==> src/design/rdlm_pkg.sv <==
// Shared constants, types and command/status structures of the level meter.
package rdlm_pkg;

    localparam int RING_DEPTH  = 1024;
    localparam int RING_AW     = $clog2(RING_DEPTH);
    localparam int MAX_BLOCK   = 4096;
    localparam int CNT_W       = $clog2(MAX_BLOCK + 1);
    localparam int SAMPLE_BITS = 16;
    localparam int MAG_W       = SAMPLE_BITS + 1;
    localparam int ACC_W       = 44;
    localparam int EXP_W       = $clog2(ACC_W);
    localparam int FRAC_W      = 16;
    localparam int LG_W        = EXP_W + FRAC_W;
    localparam int MANT_W      = 32;
    localparam int ROUND_W     = $clog2(FRAC_W);
    localparam int FS2         = 2 * (SAMPLE_BITS - 1);
    localparam int D_W         = 24;
    localparam int SCALE_W     = 21;
    localparam int PROD_W      = D_W + SCALE_W;
    localparam int V_W         = PROD_W + 1;
    localparam int LEVEL_W     = 16;

    localparam logic signed [SCALE_W-1:0] LOG_SCALE = 21'sd841741;

    typedef enum logic [2:0] {
        ST_IDLE,
        ST_RD,
        ST_LOADA,
        ST_NORM,
        ST_SQR,
        ST_NEXT,
        ST_FIN,
        ST_DONE
    } t_state;

    typedef struct packed {
        logic take;
        logic load_a;
        logic norm_shift;
        logic sq_load;
        logic sq_step;
        logic next_n;
        logic mul;
        logic fin;
        logic rd_cap;
        logic emit;
    } t_cmd;

    typedef struct packed {
        logic acc_zero;
        logic norm_done;
        logic sq_last;
        logic sel_n;
        logic out_free;
    } t_sts;

endpackage

==> src/design/rdlm_ctrl.sv <==
// Controller state machine sequencing accumulation, logarithm and ring access.
module rdlm_ctrl
    import rdlm_pkg::*;
(
    input  logic i_clk,
    input  logic i_rst_n,
    input  logic i_valid,
    input  logic i_cmd,
    input  logic i_last,
    output logic o_ready,
    input  t_sts i_sts,
    output t_cmd o_cmd
);

    t_state r_state;
    t_state n_state;

    always_ff @(posedge i_clk) begin
        if (!i_rst_n) begin
            r_state <= ST_IDLE;
        end else begin
            r_state <= n_state;
        end
    end

    always_comb begin
        n_state = r_state;
        o_cmd   = '0;
        o_ready = 1'b0;
        unique case (r_state)
            ST_IDLE: begin
                o_ready    = 1'b1;
                o_cmd.take = i_valid;
                if (i_valid) begin
                    if (i_cmd) begin
                        n_state = ST_RD;
                    end else if (i_last) begin
                        n_state = ST_LOADA;
                    end
                end
            end
            ST_RD: begin
                o_cmd.rd_cap = 1'b1;
                n_state      = ST_DONE;
            end
            ST_LOADA: begin
                o_cmd.load_a = 1'b1;
                n_state      = i_sts.acc_zero ? ST_DONE : ST_NORM;
            end
            ST_NORM: begin
                if (i_sts.norm_done) begin
                    o_cmd.sq_load = 1'b1;
                    n_state       = ST_SQR;
                end else begin
                    o_cmd.norm_shift = 1'b1;
                end
            end
            ST_SQR: begin
                o_cmd.sq_step = 1'b1;
                if (i_sts.sq_last) begin
                    n_state = ST_NEXT;
                end
            end
            ST_NEXT: begin
                if (i_sts.sel_n) begin
                    o_cmd.mul = 1'b1;
                    n_state   = ST_FIN;
                end else begin
                    o_cmd.next_n = 1'b1;
                    n_state      = ST_NORM;
                end
            end
            ST_FIN: begin
                o_cmd.fin = 1'b1;
                n_state   = ST_DONE;
            end
            ST_DONE: begin
                if (i_sts.out_free) begin
                    o_cmd.emit = 1'b1;
                    n_state    = ST_IDLE;
                end
            end
            default: begin
                n_state = ST_IDLE;
            end
        endcase
    end

endmodule

==> config.mk <==
export PLATFORM = sky130hd
export DESIGN_NAME = rdlm_ctrl
export DESIGN_NICKNAME = d
export VERILOG_FILES = /design/src/design/rdlm_pkg.sv /design/src/design/rdlm_ctrl.sv
export SDC_FILE = /design/constraint.sdc
export NUM_CORES = 1
export LEC_CHECK = 0
export BUFFER_PORTS_ARGS = -buffer_cell sky130_fd_sc_hd__buf_2
export CORE_AREA = 2 2 39 41
export CTS_CLUSTER_SIZE = 12
export DETAILED_ROUTE_END_ITERATION = 12
export DIE_AREA = 0 0 41 43
export PLACE_DENSITY = 0.51
export SLEW_MARGIN = 15
export SYNTH_ARGS = -nofsm -noshare
export SYNTH_HDL_FRONTEND = slang
export SYNTH_SLANG_ARGS = --single-unit
export TNS_END_PERCENT = 100
==> constraint.sdc <==
create_clock -name i_clk -period 1.25 [get_ports i_clk]
set_input_delay 0.1875 -clock i_clk [delete_from_list [all_inputs] [get_ports i_clk]]
set_output_delay 0.1875 -clock i_clk [all_outputs]
set_load 0.01 [all_outputs]
# After elaboration in Yosys (flattened, before gate mapping)
# Cells that the tools add are included.
[classes] eq_ne=12 n_mux=23 n_reduce_logical=3
[op_table] op="3-bit 2-to-1 mux" count=8
[op_table] op="3-bit case mux with 7 select lines" count=1
[op_table] op="3-bit equality test (second input constant)" count=4
[op_table] op="1-bit 2-to-1 mux" count=12
[op_table] op="2-bit != test (second input constant)" count=4
[op_table] op="3-bit by 2-bit equality test with 1-bit output (second input constant)" count=2
[op_table] op="5-bit AND reduction" count=1
[op_table] op="2-bit 2-to-1 mux" count=2
[op_table] op="3-bit by 1-bit equality test with 1-bit output (second input constant)" count=1
[op_table] op="3-bit zero test" count=1
[op_table] op="3-bit != test (second input constant)" count=1
[op_table] op="2-bit OR reduction" count=1
[totals] register_bits=3 inputBits=10 output_inout_bits=11 elab_cells=39

# Depth between registers and ports, before layout
# Gate-level depths: netlist (run 1).
[depth] word_depth=4 mapped_depth=4 depth_no_buf=3

# Least setup slack after synthesis (run 1)
# Ideal clock, no wire load.
[synth_path] path_type="register to output" startpoint="register r_state[0]" endpoint="output port o_cmd[4] (netlist bit)" arrival_ns=1.199 required_time_ns=1.062 slack_ns=-0.137 path_stages_with_launch=4 n_path_buf=1 cell_sequence="dfxtp_1 > clkbuf_1 > inv_1 > nor4b_1"
[synth_rtl] item="from (decl)" line="rdlm_ctrl.sv:15" rtl="t_state r_state;"
[synth_rtl] item="from (signal assigned)" line="rdlm_ctrl.sv:22" rtl="r_state <= n_state;"
[synth_rtl] item="to (decl)" line="rdlm_ctrl.sv:12" rtl="output t_cmd o_cmd"

==> results of run 1 <==
## worst max-delay path by stage
stage,cells past startpoint,to,from
2_1_floorplan,3,r_state[1],r_state[1]
3_3_place_gp,3,r_state[0],r_state[0]
3_5_place_dp,3,r_state[0],r_state[0]
4_1_cts,4,o_cmd[9],r_state[1]
5_1_grt,4,o_cmd[9],r_state[1]
6_report,4,o_cmd[9],r_state[1]
## per-layer routing
layer	GRT usage (%)	routed length [um]	vias up
met5	0	0	-
met4	4.00	0	0
met3	4.71	53	0
met2	16.9	445	11
met1	11.2	422	185
li1	-	-	219
## worst max-delay path, cell delays in order (launching register included)
cell	delay (ns)
dfxtp_2	0.33
or3_4	0.39
inv_2	0.06
and2_1	0.10
buf_2	0.12
## metrics by stage
stage | hold WS [ns] | setup TNS [ns] | util (%)
2_1_floorplan | 0.339 | 0 | -
3_3_place_gp | 0.488 | -0.130 | 35.8
3_5_place_dp | 0.496 | -0.206 | 35.8
4_1_cts | 0.239 | -0.655 | 41.1
5_1_grt | 0.246 | -1.25 | 42.1
6_report | 0.250 | -0.560 | 42.1
## layout make-up
cell class                 instances  area share, %
tap                               16           3.43
sequential                         3           11.4
clock buffer                       4           4.51
inverter                           3           1.93
multi-input combinational         32           50.6
timing repair buffer              28           28.1
## power by group
| group | total, mW | internal, mW | switching [mW] |
|---|---|---|---|
| Combinational | 0.927 | 0.501 | 0.426 |
| Sequential | 0.222 | 0.156 | 0.0659 |
| Clock | 0.164 | 0.119 | 0.0444 |
| Total | 1.31 | 0.776 | 0.537 |
## cells in the final DEF (no fill, tap or decap), drive strengths merged
| master | Yosys | final |
|---|---|---|
| mux2 | 1 | 1 |
| and2 | 1 | 1 |
| nor3 | 2 | 2 |
| clkbuf | 2 | 4 |
| and3 | 1 | 1 |
| a31o | 1 | 1 |
| nor3b | 3 | 3 |
| nor4b | 1 | 1 |
| o221ai | 3 | 3 |
| a211oi | 1 | 1 |
| mux2i | 1 | 1 |
| and4b | 1 | 1 |
| or3 | 2 | 2 |
| nand2b | 1 | 1 |
| inv | 3 | 3 |
| and4bb | 1 | 1 |
| o21a | 2 | 2 |
| a21oi | 2 | 2 |
| nand2 | 4 | 4 |
| buf | 1 | 28 |
| dfxtp | 3 | 3 |
| nor2 | 1 | 1 |
| a41o | 1 | 1 |
| or4b | 1 | 1 |
| o32ai | 1 | 1 |
## cells by family (layout without fill, tap and decap cells)
logic type | count (synthesis) | in the layout
AND/OR/NAND/NOR | 19 | 19
multiplexers | 2 | 2
flip-flops | 3 | 3
AO/OA/AOI/OAI | 11 | 11
buffers and inverters | 6 | 35
## repair_timing
action | CTS | global route
pin swaps | 5 | 0
setup buffers | 1 | 0
endpoints found under the hold margin | 0 | 0
gates resized for setup | 9 | 3
endpoints found under the setup margin | 14 | 14
==> run metrics, run 1 <==
VDD IR-drop max=1020 uV; XOR/XNOR share of the synthesized area=0%; top cells by count, synth=nand2_1, dfxtp_1, inv_1, nor3b_1, o221ai_1; f_max=710 MHz; Clk Latency, worst-skew pair=0.23 ns; Die H=43 um; Inserted Clock Buffers=3; asr flop ratio synth=0%; RR Endpoint=r_state[0]; Worst Path Class, Setup=reg2out; Mapped Area=323 um2; Yosys top cell area share=18.6%; pre-CTS setup slack=-0.0807 ns; r2r worst-path depth=4; router iterations before antenna repair=1; Top FF cell, synth=dfxtp_1; max_cap viols=0; Synth area leaders=dfxtp_1, o221ai_1, nor3b_1; hold depth=3; Reg with most FFs=r_state; CP endpoint kind=output port; vias per cell=4.83; hold crit path type=in2reg; fin crit share=113%; Top-Level Pins=21; Slew Limit Fails=0; Rows=14; largest family of logic cells by synthesized area=simple AND/OR/NAND/NOR gates; vias in the first global route=338; Total Die Area=1760 um2; Min Clock Period, post-route=1.41 ns; Synth cell types=26; IO Port Bufs=20; EDFF count, synth=0; clk_skew=0.00178 ns; setup ws final=-0.158 ns; cell taking the most area after synthesis=dfxtp_1; Compound-Gate Fraction of Synth Area=27.9%; total wire length=921 um; Pleak=0.276 nW; simple-gate share of the synthesized area=39.5%; top-count cell post-synth=nand2_1; Yosys reg bits=3; final instance area=583 um2; pwr/cell area=2250 nW/um2; failing checks=negative setup slack; Avg WL per Cell=10.7 um; Worst Hold Launch=i_rst_n; syn nets=51; Critical Path RT=1.06 ns; H-tree lvl count=1; DRC viols=0; Avg Cell Area, Syn=7.87 um2; Multi-input gate area=295 um2; first-pass GRT wire length=1260 um; sequential share of the synthesized area=18.6%; CTS tree=done; CTS Sinks=3; Cells after Synth=41; Post-DP Area=495 um2; max FFs per register=3; initial DRC count=0; r2r startpoint=r_state[1]; Hold Path End=r_state[0]; register area=66.3 um2; Overall Global Routing Usage=10.4%; CTS clock-pin slew for the worst setup and hold paths=0.03 ns; CP max FO=5; final setup violation count=10; mux contribution to synthesized area=6.59%; Final HPWL DP=708 um; antenna violation net count after detailed routing=0; Filler cells=152; CTS Root Cell=clkbuf_4; post-synthesis adder-cell area fraction=0%; GPL Wtd Cong=0.768; Worst-Margin Slew=0.282 ns; P&R area growth vs syn=80.6%; Hold Buf Count CTS=0; Die W=41 um; layout net count=81; Ant. Diodes=0; final std cells w/o fill=86; Slew HR=81.2%; reg2reg setup slack=-0.07 ns; RSZ-0062 raised after global routing=yes; layout cells sized above 1=68.6%; initial antenna violation count=0; final number of hold-violating endpoints=0; Power Total=1.31 mW; initial core utilization=23.3%; largest net degree at the start of global routing=11; Clock Path Buffers=2; Core Area=1380 um2; dpl cells=81; critical path arrival=1.22 ns; status=complete, but fails checks; CP startpoint kind=flip-flop; grt ovf=0; Synth Warn #=0; vias=415; Top Registers=r_state (3)
(Power assumes the default switching activity.)
==> inputs of run 2 (changes only) <==
--- a/config.mk
+++ b/config.mk
@@ -13,2 +13,3 @@
 export PLACE_DENSITY = 0.51
+export SETUP_SLACK_MARGIN = 0.15
 export SLEW_MARGIN = 15
==> constraint.sdc (replaced) <==
create_clock -name i_clk -period 1.25 [get_ports i_clk]
set_input_delay 0.25 -clock i_clk [delete_from_list [all_inputs] [get_ports i_clk]]
set_output_delay 0.25 -clock i_clk [all_outputs]
set_load 0.01 [all_outputs]
==> run 2 against run 1 <==
The run still ends with negative setup slack left. Clock power about the same. Final cell count increased by 10%. Utilization increased by 11 points. Global-route usage increased by 3.7 points. Die area unchanged. Critical path type unchanged. Largest power group unchanged. Highest routed layer unchanged.
==> run metrics, run 2 (synthesis gave the netlist of run 1 again) <==
Worst path max stage delay=0.40 ns; Top Registers=r_state (3); Die H=43 um; most frequent cells in the layout=buf_2, buf_4, buf_6; vias in the first global route=424; Total Die Area=1760 um2; reg2reg setup slack=-0.17 ns; layout net count=90; Fin Hold WS=0.304 ns; initial antenna violation count=0; final number of hold-violating endpoints=0; Clk Latency, worst-skew pair=0.23 ns; initial core utilization=23.3%; Worst-Margin Slew=0.218 ns; Avg WL per Cell=11.7 um; layout cells sized above 1=81.0%; Overall Global Routing Usage=14.1%; VDD IR-drop max=996 uV; CP Cell Sequence=or3_4 > inv_4 > and2_4 > buf_6; IO Port Bufs=20; pwr/cell area=2320 nW/um2; Util after Layout=52.7%; r2r worst-path depth=5; router iterations before antenna repair=2; Power Total=1.69 mW; setup ws final=-0.231 ns; Worst setup startpoint=r_state[2]; Top-Level Pins=21; max FFs per register=3; Min Clock Period, post-route=1.48 ns; largest net degree at the start of global routing=9; dpl cells=83; CTS clock-pin slew for the worst setup and hold paths=0.04 ns; CTS tree=done; failing checks=negative setup slack; Final HPWL DP=781 um; final std cells w/o fill=95; crit-path leading delay family=simple AND/OR/NAND/NOR gates; vias per cell=4.72; fin crit share=119%; H-tree lvl count=1; Ant. Diodes=0; Pleak=0.343 nW; initial DRC count=5; Clock Path Buffers=2; CP endpoint kind=output port; critical path arrival=1.23 ns; total wire length=1120 um; antenna violation net count after detailed routing=0; Core Area=1380 um2; CP startpoint kind=flip-flop; clk_skew=0.00316 ns; P&R area growth vs syn=126%; commonest non-fill, non-tap cell in the layout=buf_2; DRC viols=0; Inserted Clock Buffers=3; pre-CTS setup slack=-0.0527 ns; Multi-input gate area=332 um2; Critical path destination=o_cmd[9]; stages on the worst setup path=4; Rows=14; Slew HR=85.5%; status=complete, but fails checks; grt ovf=0; crit path buf inv count=2; CP max FO=3; Die W=41 um; f_max=675 MHz; RR Endpoint=r_state[1]; Slew Limit Fails=0; hold crit path type=in2reg; Filler cells=137; RSZ-0062 raised after global routing=yes; Reg with most FFs=r_state; Worst Path Class, Setup=reg2out; max_cap viols=0; CTS Sinks=3; register area=71.3 um2; final setup violation count=14; Critical Path RT=1.00 ns; first-pass GRT wire length=1740 um; vias=448; CTS Root Cell=clkbuf_4; r2r startpoint=r_state[2]; GPL Wtd Cong=0.849; CP max-delay cell=or3_4
[run 2: layout make-up]
type	count	share of cell area, %
multi-input combinational	32	45.5
timing repair buffer	37	36.5
sequential	3	9.78
clock buffer	4	3.60
tap	16	2.74
inverter	3	1.89
[run 2: tightest hold or removal path: cells and delay by family]
kind                   cells  cell delay (ns)
buffers and inverters      1             0.12
multiplexers               1             0.05
AND/OR/NAND/NOR            1             0.06
[run 2: layer usage]
metal	vias up	wire (um)	global-route usage, %
met1	205	481	18.3
li1	236	-	-
met5	-	0	0
met3	0	33	4.71
met2	7	601	22.5
met4	0	0	2.00
[run 2: where the power goes]
part | internal (mW) | switching (mW)
registers | 0.167 | 0.0594
clock network | 0.119 | 0.0463
logic | 0.746 | 0.554
total | 1.03 | 0.660
[run 2: stage by stage]
step           area, um2  setup TNS, ns
2_1_floorplan        387              0
3_3_place_gp         554         -0.116
3_5_place_dp         554         -0.118
4_1_cts              692          -1.82
5_1_grt              729          -2.51
6_report             729          -1.82
[run 2: worst min path at each step]
stage,start,endpoint,depth (start not counted)
final,i_rst_n,r_state[0],3
after global routing,i_rst_n,r_state[0],3
after CTS,i_rst_n,r_state[0],3
after detailed placement,i_rst_n,r_state[0],3
after global placement,i_rst_n,r_state[0],3
after floorplan,i_rst_n,r_state[0],2
[run 2: timing repair]
| action | 4_1_cts | 5_1_grt |
|---|---|---|
| pin swaps | 4 | 0 |
| setup endpoints to repair | 14 | 14 |
| hold buffers | 0 | 0 |
| gates resized for setup | 15 | 6 |
| cloned | 0 | 0 |
| setup buffers | 8 | 0 |
